[config.mk]
export PLATFORM = sky130hd
export DESIGN_NAME = ksm_store
export DESIGN_NICKNAME = d
export VERILOG_FILES = /design/src/design/ksm_pkg.sv /design/src/design/ksm_store.sv
export SDC_FILE = /design/constraint.sdc
export NUM_CORES = 1
export LEC_CHECK = 0
export ABC_AREA = 1
export BUFFER_PORTS_ARGS = -buffer_cell sky130_fd_sc_hd__buf_2
export CORE_MARGIN = 2
export CORE_UTILIZATION = 30
export CTS_BUF_LIST = sky130_fd_sc_hd__clkbuf_8
export DETAILED_ROUTE_END_ITERATION = 7
export SLEW_MARGIN = 25
export SYNTH_ARGS = -nofsm -noshare
export SYNTH_HDL_FRONTEND = slang
export SYNTH_SLANG_ARGS = --single-unit
[constraint.sdc]
create_clock -name clk_i -period 11.3 [get_ports clk_i]
set_input_delay 2.825 -clock clk_i [delete_from_list [all_inputs] [get_ports clk_i]]
set_output_delay 2.825 -clock clk_i [all_outputs]
set_load 0.02 [all_outputs]
[src/design/ksm_pkg.sv]
// ksm_pkg: shared constants, payload types and ordering function for the
// k-way sorted stream merge; no dependencies
`timescale 1ns / 1ps

package ksm_pkg;

  localparam int NUM_SOURCES = 8;
  localparam int SRC_W       = 3;
  localparam int VAL_W       = 64;
  localparam int IDX_W       = (NUM_SOURCES > 1) ? $clog2(NUM_SOURCES) : 1;
  localparam int CNT_W       = $clog2(NUM_SOURCES + 1);

  localparam logic OP_FILL = 1'b0;
  localparam logic OP_TAKE = 1'b1;

  typedef struct packed {
    logic             operation;
    logic [SRC_W-1:0] source;
    logic [VAL_W-1:0] head_value;
    logic             present;
  } in_item_t;

  typedef struct packed {
    logic [VAL_W-1:0] merged_value;
    logic [SRC_W-1:0] from_source;
    logic             valid_res;
  } out_item_t;

  typedef struct packed {
    logic [VAL_W-1:0] value;
    logic [SRC_W-1:0] source;
  } entry_t;

  typedef struct packed {
    logic             en;
    logic [IDX_W-1:0] addr;
    entry_t           data;
  } ram_wr_t;

  typedef struct packed {
    logic             en;
    logic [IDX_W-1:0] addr;
  } ram_rd_t;

  // true when a orders before b by value, then by source
  function automatic logic entry_before(entry_t a, entry_t b);
    logic lt;
    lt = (a.value < b.value) || ((a.value == b.value) && (a.source < b.source));
    return lt;
  endfunction

endpackage

[src/design/ksm_store.sv]
// ksm_store: entry memory, one write port and one read port with
// registered read data; depends on ksm_pkg
`timescale 1ns / 1ps

module ksm_store
  import ksm_pkg::*;
(
  input  logic    clk_i,
  input  ram_wr_t wr_i,
  input  ram_rd_t rd_i,
  output entry_t  rdata_o
);

  entry_t mem [NUM_SOURCES];
  entry_t rdata_q;

  always_ff @(posedge clk_i) begin
    if (wr_i.en) begin
      mem[wr_i.addr] <= wr_i.data;
    end
    if (rd_i.en) begin
      rdata_q <= mem[rd_i.addr];
    end
  end

  assign rdata_o = rdata_q;

endmodule
==> results.sh, run 1 <==
export IMPL_ctsResizeCount=0
export IMPL_hold_path_depth=6
export IMPL_finalCritPeriodShare_pct=43.6
export IMPL_cts_tree="built"
export IMPL_drtPass1Iterations=5
export IMPL_synth_warnings=0
export IMPL_drc=0
export IMPL_hp_class="reg -> reg"
export IMPL_cp_end_kind="register"
export IMPL_wl_per_cell_um=15.9
export IMPL_r2r_cells=6
export IMPL_finClkSkew_ns=0.0270
export IMPL_rrSetupSlack_ns=10.20
export IMPL_seq_area_frac_synth_pct=71.2
export IMPL_drt_iter0_drc=1071
export IMPL_port_buffers=142
export IMPL_area_growth_pct=14.3
export IMPL_dp_cells=3599
export IMPL_worstPathMaxFanout=175
export IMPL_nets=2643
export IMPL_maxSlewViolCount=0
export IMPL_viasPerCell=4.15
export IMPL_hpwl_um=31100
export IMPL_core_area_um2=83800
export IMPL_worstMarginPinSlew_ns=1.02
export IMPL_grt_max_degree=176
export IMPL_hold_viol=0
export IMPL_fp_dieW_um=295
export IMPL_fp_row_count=106
export IMPL_p_per_area_nw_per_um2=159
export IMPL_floorplan_die_area_um2=87100
export IMPL_p_leak_nw=13.0
export IMPL_h_tree_depth=3
export IMPL_arrival_ns=5.46
export IMPL_grt_pass1_vias=15001
export IMPL_synth_cells=2401
export IMPL_layout_cells_most_common="nand2_1"
export IMPL_start_util_pct=30.3
export IMPL_n_fill_cell=8442
export IMPL_vias=15652
export IMPL_status="complete, no violations"
export IMPL_rsz0062_at_grt="false"
export IMPL_synth_area_um2=25400
export IMPL_grt_pass1_wl_um=90100
export IMPL_clkLatencyLatePin_ns=0.67
export IMPL_rr_endpoint="rdata_o[2]$_DFFE_PP_"
export IMPL_num_io_pins=143
export IMPL_cts_root_buf="clkbuf_8"
export IMPL_drv_cap=0
export IMPL_clk_pin_slew_ns=0.07
export IMPL_layout_common_cells="877 x nand2_1, 603 x edfxtp_1, 568 x inv_1"
export IMPL_die_y_um=295
export IMPL_finalSetupTns_ns=0
export IMPL_postRouteAntennaNets=0
export IMPL_post_cts_buffers=0
export IMPL_synth_avg_cell_area_um2=10.6
export IMPL_overflow=0
export IMPL_hold_start="mem[0][3]$_DFFE_PP_"
export IMPL_critPathLaunchType="input port"
export IMPL_clock_sinks=603
export IMPL_path_class="in -> reg"
export IMPL_power_mw=4.61
export IMPL_ys_ff_latch=603
export IMPL_wirelength_um=59800
export IMPL_ctsHoldBuffers=0
export IMPL_drive_gt1_share_pct=11.2
export IMPL_fin_cells=3773
export IMPL_period_minus_slack_ns=4.93
export IMPL_antenna_found_initial=9
export IMPL_peakVddDrop_uv=86.2
export IMPL_gp_congestion=0.722
export IMPL_min_to="rdata_o[3]$_DFFE_PP_"
export IMPL_synth_distinct_cells=11
export IMPL_syn_num_nets=2477
export IMPL_grt_usage_pct=13.8
export IMPL_critPathRequiredTime_ns=11.83
export IMPL_setup_viol=0
export IMPL_r2r_start="mem[0][2]$_DFFE_PP_"
export IMPL_slew_headroom_pct=32.0
export IMPL_clock_fmax_mhz=203
export IMPL_cts_buffers=99
export IMPL_clockBufferDepth=3
## where the power goes
part | internal [mW] | leakage (nW) | switching, mW
clock network | 0.871 | 0.994 | 0.837
logic | 0.0882 | 6.51 | 0.233
registers | 2.56 | 5.54 | 0.0220
total | 3.52 | 13.0 | 1.09
## Yosys cell counts (all sizes together)
master	count	share of area (%)
edfxtp	603	71
buf	91	2.2
nand3	268	5.3
inv	542	8.0
clkbuf	12	0.18
nor2	8	0.12
nand2	877	13
## worst max path at each step
stage,from,to
after floorplan,wr_i[67],mem[0][0]$_DFFE_PP_
after global placement,rd_i[0],rdata_o[8]$_DFFE_PP_
after detailed placement,rd_i[0],rdata_o[8]$_DFFE_PP_
after CTS,rd_i[0],rdata_o[8]$_DFFE_PP_
after global routing,rd_i[0],rdata_o[55]$_DFFE_PP_
final,rd_i[0],rdata_o[47]$_DFFE_PP_
## state kept, by name, indices dropped and copies added, names as in the netlist
name	flops
mem	536
rdata_o	67
## critical path, cell delays in order
cell and delay (ns):
clkbuf_8 0.55, clkinv_8 0.68, buf_4 0.68, nand2_1 0.19, nand3_1 0.09, nand2_1 0.10, nand2_1 0.05, nand2_1 0.08
## layout make-up
class | instances | area, um2 | area share (%)
Antenna cell | 3 | 7.51 | 0.0258
Clock buffer | 101 | 1390 | 4.79
Clock inverter | 69 | 352 | 1.21
Inverter | 542 | 2050 | 7.07
Multi-Input combinational cell | 1153 | 4720 | 16.3
Sequential cell | 603 | 18100 | 62.3
Tap cell | 1134 | 1420 | 4.88
Timing Repair Buffer | 168 | 995 | 3.42
## per-stage QoR
| step | area, um2 | setup WS [ns] | util, % | hold slack [ns] |
|---|---|---|---|---|
| floorplan | 25400 | 5.04 | - | 0.662 |
| global placement | 27200 | 5.47 | 32.4 | 0.683 |
| detailed placement | 27300 | 5.44 | 32.5 | 0.688 |
| CTS | 29000 | 6.18 | 34.6 | 0.676 |
| global route | 29000 | 6.15 | 34.6 | 0.731 |
| finish | 29000 | 6.37 | 34.7 | 0.675 |
## layer usage
metal / routed length (um) / global-route usage, % / part of all wire (%)
met1: 27300 / 18.7 / 46
met2: 27700 / 22.1 / 46
met3: 3520 / 3.20 / 5.9
met4: 1210 / 4.31 / 2.0
met5: 86 / 0 / 0.14
## logic make-up (layout without fill, tap and decap cells)
family | Yosys count | count (layout) | share of synthesized area (%)
buffers and inverters | 645 | 880 | 10.4
flip-flops | 603 | 603 | 71.2
other | 0 | 3 | 0
AND/OR/NAND/NOR | 1153 | 1153 | 18.3
No activity file was read; power rests on OpenSTA's default activity.
==> run 2, diff against run 1 <==
==> constraint.sdc (replaced) <==
create_clock -name clk_i -period 4 [get_ports clk_i]
set_input_delay 1 -clock clk_i [delete_from_list [all_inputs] [get_ports clk_i]]
set_output_delay 1 -clock clk_i [all_outputs]
set_load 0.02 [all_outputs]
==> results.sh, run 2 (synthesis gave the netlist of run 1 again) <==
export IMPL_grt_usage_pct=13.8
export IMPL_rsz0062_at_grt="false"
export IMPL_period_minus_slack_ns=2.39
export IMPL_grt_pass1_wl_um=90500
export IMPL_clockBufferDepth=3
export IMPL_hold_viol=0
export IMPL_drtPass1Iterations=5
export IMPL_p_leak_nw=13.2
export IMPL_nets=2644
export IMPL_postRouteAntennaNets=0
export IMPL_rrSetupSlack_ns=2.92
export IMPL_grt_pass1_vias=15552
export IMPL_fin_cells=3785
export IMPL_clkLatencyLatePin_ns=0.70
export IMPL_worstPathCellList="buf_2"
export IMPL_core_area_um2=83800
export IMPL_floorplan_die_area_um2=87100
export IMPL_worstPathMaxFanout=1
export IMPL_clkPwrFrac_pct=37.4
export IMPL_finClkSkew_ns=0.0342
export IMPL_crit_path_start="rdata_o[1]$_DFFE_PP_"
export IMPL_dp_cells=3600
export IMPL_cts_tree="built"
export IMPL_cp_end_kind="output pin"
export IMPL_setup_viol=0
export IMPL_port_buffers=142
export IMPL_ctsHoldBuffers=0
export IMPL_antenna_found_initial=13
export IMPL_p_per_area_nw_per_um2=449
export IMPL_wl_per_cell_um=15.7
export IMPL_clock_sinks=603
export IMPL_placement_cell_area_um2=27400
export IMPL_path_buf_inv=1
export IMPL_hpwl_um=29100
export IMPL_cts_buffers=100
export IMPL_netSwitchingPower_mw=3.15
export IMPL_layout_cells_most_common="nand2_1"
export IMPL_p_int_mw=9.97
export IMPL_num_io_pins=143
export IMPL_cts_root_buf="clkbuf_8"
export IMPL_fp_dieW_um=295
export IMPL_post_cts_buffers=0
export IMPL_crit_path_top_delay_cell="edfxtp_1"
export IMPL_path_class="reg -> out"
export IMPL_worstMarginPinSlew_ns=0.791
export IMPL_critPathRequiredTime_ns=3.00
export IMPL_n_fill_cell=8387
export IMPL_h_tree_depth=3
export IMPL_critPathLaunchType="register"
export IMPL_gp_congestion=0.713
export IMPL_peakVddDrop_uv=205
export IMPL_viasPerCell=4.17
export IMPL_drive_gt1_share_pct=11.3
export IMPL_drv_cap=0
export IMPL_hold_start="wr_i[18]"
export IMPL_final_area_um2=29200
export IMPL_largest_register="mem"
export IMPL_combPwrFrac_pct=7.0
export IMPL_finalCritPeriodShare_pct=59.7
export IMPL_grt_max_degree=135
export IMPL_arrival_ns=1.39
export IMPL_largest_reg_flops=536
export IMPL_layout_common_cells="877 x nand2_1, 603 x edfxtp_1, 581 x inv_1"
export IMPL_r2r_start="mem[7][66]$_DFFE_PP_"
export IMPL_clk_pin_slew_ns=0.06
export IMPL_slew_headroom_pct=47.3
export IMPL_overflow=0
export IMPL_status="complete, no violations"
export IMPL_clock_fmax_mhz=419
export IMPL_cp_top_family="flip-flops"
export IMPL_start_util_pct=30.3
export IMPL_maxSlewViolCount=0
export IMPL_vias=15793
export IMPL_hp_class="in -> reg"
export IMPL_critPathMaxStageDelay_ns=0.50
export IMPL_holdWs_ns=0.572
export IMPL_seqPwrFrac_pct=55.5
export IMPL_ctsResizeCount=0
export IMPL_drc=0
export IMPL_switching_share_pct=24.0
export IMPL_power_mw=13.1
export IMPL_area_growth_pct=15.1
export IMPL_wirelength_um=59600
export IMPL_fp_row_count=106
export IMPL_drt_iter0_drc=925
export IMPL_die_y_um=295
-- run 2: path summary, 6_finish.rpt --
path                           end  depth (start not counted)
max reg2reg  rdata_o[66]$_DFFE_PP_                          6
min           mem[2][18]$_DFFE_PP_                          1
max                     rdata_o[1]                          1
min reg2reg   rdata_o[4]$_DFFE_PP_                          6
-- run 2: cell type report --
cell class	count	area [um2]	area share (%)
Sequential cell	603	18100	61.9
Multi-Input combinational cell	1153	4720	16.2
Inverter	542	2050	7.00
Tap cell	1134	1420	4.85
Clock buffer	101	1390	4.75
Timing Repair Buffer	168	1150	3.92
Clock inverter	83	408	1.39
Antenna cell	1	2.50	0.00856
-- run 2: through the flow --
stage          setup WS (ns)  setup TNS [ns]  util, %
2_1_floorplan         -0.433         -144.89        -
3_3_place_gp            1.13               0     32.7
3_5_place_dp            1.12               0     32.7
4_1_cts                 1.53               0     34.9
5_1_grt                 1.55               0     34.9
6_report                1.61               0     34.9
-- run 2: power groups by stage --
stage                     clock [mW]  combinational [mW]  sequential [mW]
final                           4.91               0.921             7.29
after global routing            5.35                1.05             7.31
after CTS                       5.09               0.941             7.29
after detailed placement           0               0.939             7.42
after global placement             0               0.929             7.42
after floorplan                    0               0.503             7.48
-- run 2: per-layer routing --
layer,share of wire (%),GRT usage (%),vias to the layer above
li1,-,-,7867
met1,45,17.8,7440
met2,47,22.7,341
met3,6.0,3.63,123
met4,2.1,4.57,22
met5,0.22,0,-
